[config.mk]
export PLATFORM = sky130hd
export DESIGN_NAME = insertion_sorter_unit
export DESIGN_NICKNAME = d
export VERILOG_FILES = /design/src/hdl/isu_pkg.sv /design/src/hdl/isu_cell.sv /design/src/hdl/insertion_sorter_unit.sv
export SDC_FILE = /design/constraint.sdc
export NUM_CORES = 2
export LEC_CHECK = 0
export BUFFER_PORTS_ARGS = -buffer_cell sky130_fd_sc_hd__buf_4
export CAP_MARGIN = 20
export CORE_MARGIN = 2
export CORE_UTILIZATION = 60
export DETAILED_ROUTE_END_ITERATION = 12
export MAX_ROUTING_LAYER = met4
export PLACE_DENSITY = 0.86
export SLEW_MARGIN = 0
export SYNTH_ARGS = -nofsm -noshare
export SYNTH_HDL_FRONTEND = slang
export SYNTH_SLANG_ARGS = --single-unit
[constraint.sdc]
create_clock -name clk_i -period 6.51 [get_ports clk_i]
set_input_delay 0.3255 -clock clk_i [delete_from_list [all_inputs] [get_ports clk_i]]
set_output_delay 0.3255 -clock clk_i [all_outputs]
set_load 0.02 [all_outputs]
[src/hdl/isu_pkg.sv]
`default_nettype none

package isu_pkg;

  // capacity of the sorting chain
  localparam int unsigned MAX_ITEMS = 16;
  localparam int unsigned DATA_W    = 32;
  // fill count must hold MAX_ITEMS itself
  localparam int unsigned CNT_W     = $clog2(MAX_ITEMS + 1);

  // per-cycle commands broadcast to every cell of the chain
  typedef struct packed {
    logic ins;    // place the broadcast word into the chain
    logic shift;  // move every word one cell toward the head
  } isu_ctl_t;

endpackage

`default_nettype wire

[src/hdl/isu_cell.sv]
`default_nettype none

module isu_cell (
  input  wire                                clk_i,
  input  wire isu_pkg::isu_ctl_t             ctl_i,
  input  wire logic signed [isu_pkg::DATA_W-1:0] new_value_i,
  input  wire logic signed [isu_pkg::DATA_W-1:0] prev_value_i,
  input  wire logic signed [isu_pkg::DATA_W-1:0] next_value_i,
  input  wire                                prev_gt_i,
  input  wire                                prev_occ_i,
  input  wire                                occ_i,
  output logic                               gt_o,
  output logic signed [isu_pkg::DATA_W-1:0]  value_o
);
  import isu_pkg::*;

  logic signed [DATA_W-1:0] value_q, value_d;
  logic                     take_new;

  // strictly greater keeps equal values in arrival order
  assign gt_o     = occ_i && (value_q > new_value_i);
  // first slot whose word is greater, or first empty slot
  assign take_new = !prev_gt_i && prev_occ_i && (gt_o || !occ_i);

  always_comb begin
    value_d = value_q;
    if (ctl_i.ins) begin
      if (prev_gt_i) begin
        value_d = prev_value_i;
      end else if (take_new) begin
        value_d = new_value_i;
      end
    end else if (ctl_i.shift) begin
      value_d = next_value_i;
    end
  end

  always_ff @(posedge clk_i) begin
    value_q <= value_d;
  end

  assign value_o = value_q;

endmodule

`default_nettype wire

[src/hdl/insertion_sorter_unit.sv]
`default_nettype none

// stable streaming insertion sorter. signed 32-bit words enter one per cycle
// while in_stall_o is low and are dropped into place in a chain of MAX_ITEMS
// cells: every cell compares its word with the incoming one at once, and all
// greater words move one cell down in the same cycle. equal values keep
// arrival order. the word flagged last is inserted as well, then the chain
// drains through its head cell, one sorted word per cycle while the output is
// not stalled; the input is stalled while a run drains. the final output word
// carries last_out_o. words arriving with the chain full are dropped and
// overflow_o is raised on every output word of that run. no clearing pass
// after reset: the fill count alone says which cells hold data.

module insertion_sorter_unit (
  input  wire                                clk_i,
  input  wire                                rst_ni,
  // input channel
  input  wire                                in_valid_i,
  output logic                               in_stall_o,
  input  wire logic signed [isu_pkg::DATA_W-1:0] value_i,
  input  wire                                last_i,
  // output channel
  output logic                               out_valid_o,
  input  wire                                out_stall_i,
  output logic signed [isu_pkg::DATA_W-1:0]  sorted_value_o,
  output logic                               last_out_o,
  output logic                               overflow_o
);
  import isu_pkg::*;

  // run control
  logic             drain_q, drain_d;
  logic             dropped_q, dropped_d;
  logic [CNT_W-1:0] fill_q, fill_d;

  logic             in_acc, out_acc, full, end_run;
  isu_ctl_t         ctl;

  // chain wiring
  logic signed [DATA_W-1:0] cell_value [MAX_ITEMS];
  logic                     cell_gt    [MAX_ITEMS];
  logic                     cell_occ   [MAX_ITEMS];

  // handshakes: the input waits while a run drains
  assign in_stall_o  = drain_q;
  assign in_acc      = in_valid_i && !drain_q;
  assign out_valid_o = drain_q;
  assign out_acc     = drain_q && !out_stall_i;

  assign full    = (fill_q == CNT_W'(MAX_ITEMS));
  assign end_run = out_acc && (fill_q == CNT_W'(1));

  assign ctl.ins   = in_acc && !full;
  assign ctl.shift = out_acc;

  // fill count, drain flag and drop mark
  always_comb begin
    fill_d    = fill_q;
    drain_d   = drain_q;
    dropped_d = dropped_q;
    if (ctl.ins) begin
      fill_d = fill_q + CNT_W'(1);
    end
    if (in_acc && full) begin
      dropped_d = 1'b1;
    end
    if (in_acc && last_i) begin
      drain_d = 1'b1;
    end
    if (out_acc) begin
      fill_d = fill_q - CNT_W'(1);
    end
    if (end_run) begin
      drain_d   = 1'b0;
      dropped_d = 1'b0;
    end
  end

  always_ff @(posedge clk_i or negedge rst_ni) begin
    if (!rst_ni) begin
      fill_q    <= '0;
      drain_q   <= 1'b0;
      dropped_q <= 1'b0;
    end else begin
      fill_q    <= fill_d;
      drain_q   <= drain_d;
      dropped_q <= dropped_d;
    end
  end

  // the row of cells; the head cell feeds the output
  for (genvar i = 0; i < MAX_ITEMS; i++) begin : g_cell
    logic signed [DATA_W-1:0] prev_value, next_value;
    logic                     prev_gt, prev_occ;

    assign cell_occ[i] = (CNT_W'(i) < fill_q);

    if (i == 0) begin : g_head
      assign prev_value = value_i;
      assign prev_gt    = 1'b0;
      assign prev_occ   = 1'b1;
    end else begin : g_body
      assign prev_value = cell_value[i-1];
      assign prev_gt    = cell_gt[i-1];
      assign prev_occ   = cell_occ[i-1];
    end

    if (i == MAX_ITEMS - 1) begin : g_tail
      // tail word beyond the count after a shift, so its content is moot
      assign next_value = cell_value[i];
    end else begin : g_mid
      assign next_value = cell_value[i+1];
    end

    isu_cell u_cell (
      .clk_i        (clk_i),
      .ctl_i        (ctl),
      .new_value_i  (value_i),
      .prev_value_i (prev_value),
      .next_value_i (next_value),
      .prev_gt_i    (prev_gt),
      .prev_occ_i   (prev_occ),
      .occ_i        (cell_occ[i]),
      .gt_o         (cell_gt[i]),
      .value_o      (cell_value[i])
    );
  end

  assign sorted_value_o = cell_value[0];
  assign last_out_o     = (fill_q == CNT_W'(1));
  assign overflow_o     = dropped_q;

  // a draining run always has at least one word left
  a_drain_nonempty: assert property (@(posedge clk_i) disable iff (!rst_ni)
    drain_q |-> (fill_q != '0))
    else $error("drain with empty chain");

  // the fill count never passes the chain length
  a_fill_bound: assert property (@(posedge clk_i) disable iff (!rst_ni)
    fill_q <= CNT_W'(MAX_ITEMS))
    else $error("fill count beyond capacity");

  // a word flagged last starts the drain on the next cycle
  a_last_starts: assert property (@(posedge clk_i) disable iff (!rst_ni)
    (in_valid_i && !in_stall_o && last_i) |=> out_valid_o)
    else $error("last word did not start a drain");

  // the run ends right after its final word is taken
  a_run_ends: assert property (@(posedge clk_i) disable iff (!rst_ni)
    (out_valid_o && !out_stall_i && last_out_o) |=> (!out_valid_o && !overflow_o))
    else $error("output continued past the final word");

endmodule

`default_nettype wire
==> summary.md <==
| Metric | Value |
|---|---|
| Number of global-route vias before repair | 30000 |
| Syn Inst Count | 3665 |
| Psw | approximately 9900 uW |
| Crit path cell chain | buf_4 > inv_1 > ha_1 > nand4_1 > or2_2 > nor4_1 > o311ai_0 > nand3_1 > mux2i_1 > a21o_1 > a311oi_4 > buf_4 |
| Final ANT Viol Nets | 0 |
| VDD IR max | 0.4364 mV |
| # rows | between 90 and 100 |
| DR top layer | met4 |
| Post CTS Setup Buffer Count | 0 |
| Sequential area share after synthesis | 0.4145 |
| Tot GR Track Use | 0.3523 |
| Crit-path max cell delay | roughly 950 ps |
| Setup TNS | 0 ps |
| Critical Path Source Type | input port |
| Cell Area, Synth | around 0.038 sq mm |
| DRC | 0 |
| CP top delay family | simple AND/OR/NAND/NOR gates |
| Crit Path Category | in2reg |
| Num CTS Buffers | a little under 60 |
| Number of synthesis warnings | 0 |
| Post_cts resized | 0 |
| Per-cell routed wire length | between 20 and 25 um |
| Root buffer cell | clkbuf_16 |
| Port bufs | slightly above 70 |
| Int Power | around 13000 uW |
| CTS tree | yes |
| Syn_nets | around 4200 |
| Clock transition at path regs | 60 ps |
| Multi-input gate area | approximately 0.021 sq mm |
| Final Skew | around 19 ps |
| Boundary Pins | 73 |
| Clock sinks | about 520 |
| Clk buf depth | 3 |
| Worst-skew pair later-pin latency | 640 ps |
| Post-synth EDFFs | between 500 and 600 |
| # fillers | about 4600 |
| Final hold viol count | 0 |
| Reg area | around 0.016 sq mm |
| Met3 wire len | approximately 13 mm |
| Initial Util | 0.6079 |
| DR pass1 iterations | 6 |
| DIE AREA | about 0.065 sq mm |
| Post-synth top flop | edfxtp_1 |
| RSZ-0062 raised after global routing | no |
| Leading area contributor after synthesis | edfxtp_1 |
| Async S/R FF share, synth | 0.01349 |
| Worst path required time | 6770 ps |
| Critical Path Most Common Cell | buf_4 |
| Cell leakage power | about 0.018 uW |
| CP arrival | 4780 ps |
| Synth Area per Inst | ~10 sq um |
| WL met1 | ~44 mm |
| Antenna violations before repair | 0 |
| Area Overhead vs Synth | 8.301% |
| H-Tree Depth | 2 |
| Nets | 4179 |
| Global-route wire length before repair | roughly 170 mm |
| Layout cells sized above 1 | 0.06832 |
| Fin. max-slew vios | 0 |
| Post-synthesis sequential element count | 519 |
| Iter 0 DRT Violations | 4302 |
| Combinational Power Share | 0.493 |
| Vias per cell | 6.888 |
| Status | complete, no violations |
| Sw Ratio | 0.4425 |
| Largest net degree at the start of global routing | between 200 and 300 |
| Die X | 254.1 um |
| Slowest stage cell, crit path | nor4_1 |
| Final setup viols | 0 |
| Worst Path Buf+Inv | 3 |
| Core area | slightly above 0.06 sq mm |
| Max-Cap Viols | 0 |
| Pwr dens | around 550 mW/mm^2 |
| Setup crit end kind | register |
| Met2 WL | between 40 and 50 mm |
| Rel. slew slack | 0.2187 |
| Most common cell after layout, fill and taps aside | nand2_1 |
| Ranking of synthesized cells by area | edfxtp_1 41%, ha_1 17%, mux2i_1 9.2% |
| Share of the synthesized area in the top cell type | 0.4098 |
| Final Critical Period | ~4500 ps |
| Sequential power share | 0.356 |
| Detailed Place HPWL | a little over 80 mm |
| Clock power share | 0.151 |
| Post-Route WL | between 100 and 150 mm |
| Worst hold path class | in2async |
| Grt total ovfl | 0 |
| Peak Freq | ~0.22 GHz |
| Most frequent cells in the layout | 625 x nand2_1, 515 x ha_1, 512 x edfxtp_1 |
| Worst Tran Pin Value | around 1200 ps |
| Largest fanout on the critical path | 32 |
| Via count | between 30000 and 40000 |
| Die Height | 254.1 um |
| Fin crit share | 0.6946 |
| Post-synth cell types | 65 |
| Gpl congestion | 0.9743 |
| Hold WS | roughly 57 ps |
==> area by class of cell <==
class                           count  share of cell area
Multi-Input combinational cell   2864              0.5161
Sequential cell                   519              0.3827
Clock buffer                       69             0.03726
Tap cell                          837             0.02578
Timing Repair Buffer              110             0.02193
Clock inverter                     38            0.009300
Inverter                           74            0.006837
Antenna cell                        1          0.00006159
==> logic make-up after synthesis <==
logic type,Yosys count,share of synthesized area
AOI/OAI and AO/OA,928,0.1510
xor gates and xnor gates,5,0.001168
adders and majority gates,515,0.1718
buffers and inverters,282,0.03172
DFF,519,0.4145
muxes,376,0.1015
and+or+nand+nor,1040,0.1283
==> flip-flops by register name, indices dropped and copies added (netlist names) <==
register,cells
in_stall_o,1
overflow_o,1
fill_q,5
g_cell.u_cell.value_o,512
==> final timing paths <==
path,start,endpoint,slack [ps],cells after the start
min in group clk_i,out_stall_i,in_stall_o$_DFFE_PN0P_,80,3
hold reg to reg,overflow_o$_DFFE_PN0P_,overflow_o$_DFFE_PN0P_,560,2
max in group asynchronous,rst_ni,fill_q[1]$_DFFE_PN0P_,6330,2
setup reg to reg,g_cell[15].u_cell.value_o[31]$_DFFE_PP_,g_cell[15].u_cell.value_o[21]$_DFFE_PP_,2020,10
setup / recovery,value_i[27],g_cell[15].u_cell.value_o[21]$_DFFE_PP_,1990,12
hold / removal,rst_ni,fill_q[0]$_DFFE_PN0P_,60,2
==> worst register-to-register path, delay by kind of cell (launching register included) <==
family / cells / cell delay [ps]
and+or+nand+nor: 4 / 1640
AOI/OAI and AO/OA: 3 / 1060
buffers and inverters: 1 / 510
DFF: 1 / 420
adders and majority gates: 1 / 370
muxes: 1 / 110
==> Yosys cell counts, types with 5 or more instances <==
| cell | number |
|---|---|
| a2111oi_0 | 7 |
| a211oi_1 | 14 |
| a21o_1 | 115 |
| a21oi_1 | 161 |
| a221o_1 | 11 |
| a221oi_1 | 21 |
| a31oi_1 | 13 |
| and3_1 | 11 |
| and4_1 | 38 |
| buf_1 | 8 |
| buf_2 | 45 |
| buf_4 | 8 |
| buf_6 | 6 |
| clkbuf_1 | 141 |
| dfrtp_1 | 7 |
| edfxtp_1 | 512 |
| ha_1 | 515 |
| inv_1 | 74 |
| mux2_2 | 32 |
| mux2i_1 | 343 |
| nand2_1 | 626 |
| nand3_1 | 127 |
| nand4_1 | 76 |
| nor2_1 | 54 |
| nor2b_1 | 27 |
| nor3_1 | 28 |
| nor4_1 | 9 |
| o2111a_1 | 6 |
| o211ai_1 | 115 |
| o21ai_0 | 342 |
| o21ai_1 | 66 |
| o221ai_1 | 16 |
| o31a_1 | 5 |
| o31ai_1 | 7 |
| or3_1 | 13 |
| or4_1 | 10 |
==> power by group through the flow <==
stage / Sequential (uW) / Combinational [uW] / Clock (uW)
2_1_floorplan: 7310 / 7910 / 0
3_3_place_gp: 7880 / 10200 / 0
3_5_place_dp: 7930 / 10700 / 0
4_1_cts: 7870 / 10800 / 3380
5_1_grt: 8090 / 12000 / 3500
6_report: 7980 / 11100 / 3390
==> per-stage QoR <==
stage,utilization,setup WS [ps],cells,cell area [sq um],power [uW]
4_1_cts,0.6583,2243,4511,40630,22020
5_1_grt,0.6583,1884,4511,40630,23590
6_report,0.6584,1988,4512,40630,22420
3_3_place_gp,0.6266,1534,4399,38670,18100
3_5_place_dp,0.6272,1608,4401,38700,18590
2_1_floorplan,-,934.8,3665,37510,15220
==> routing by layer <==
| layer | GRT usage | up-vias |
|---|---|---|
| met3 | 0.07201 | 343 |
| met5 | - | - |
| li1 | - | 13900 |
| met1 | 0.4575 | 14750 |
| met2 | 0.5351 | 2090 |
| met4 | 0.1555 | 0 |
==> what timing repair did <==
| item | CTS | global route |
|---|---|---|
| hold buffers | 3 | 0 |
| hold endpoints to repair | 8 | 0 |
| setup endpoints to repair | 0 | 0 |
No activity file was read; power rests on OpenSTA's default activity.
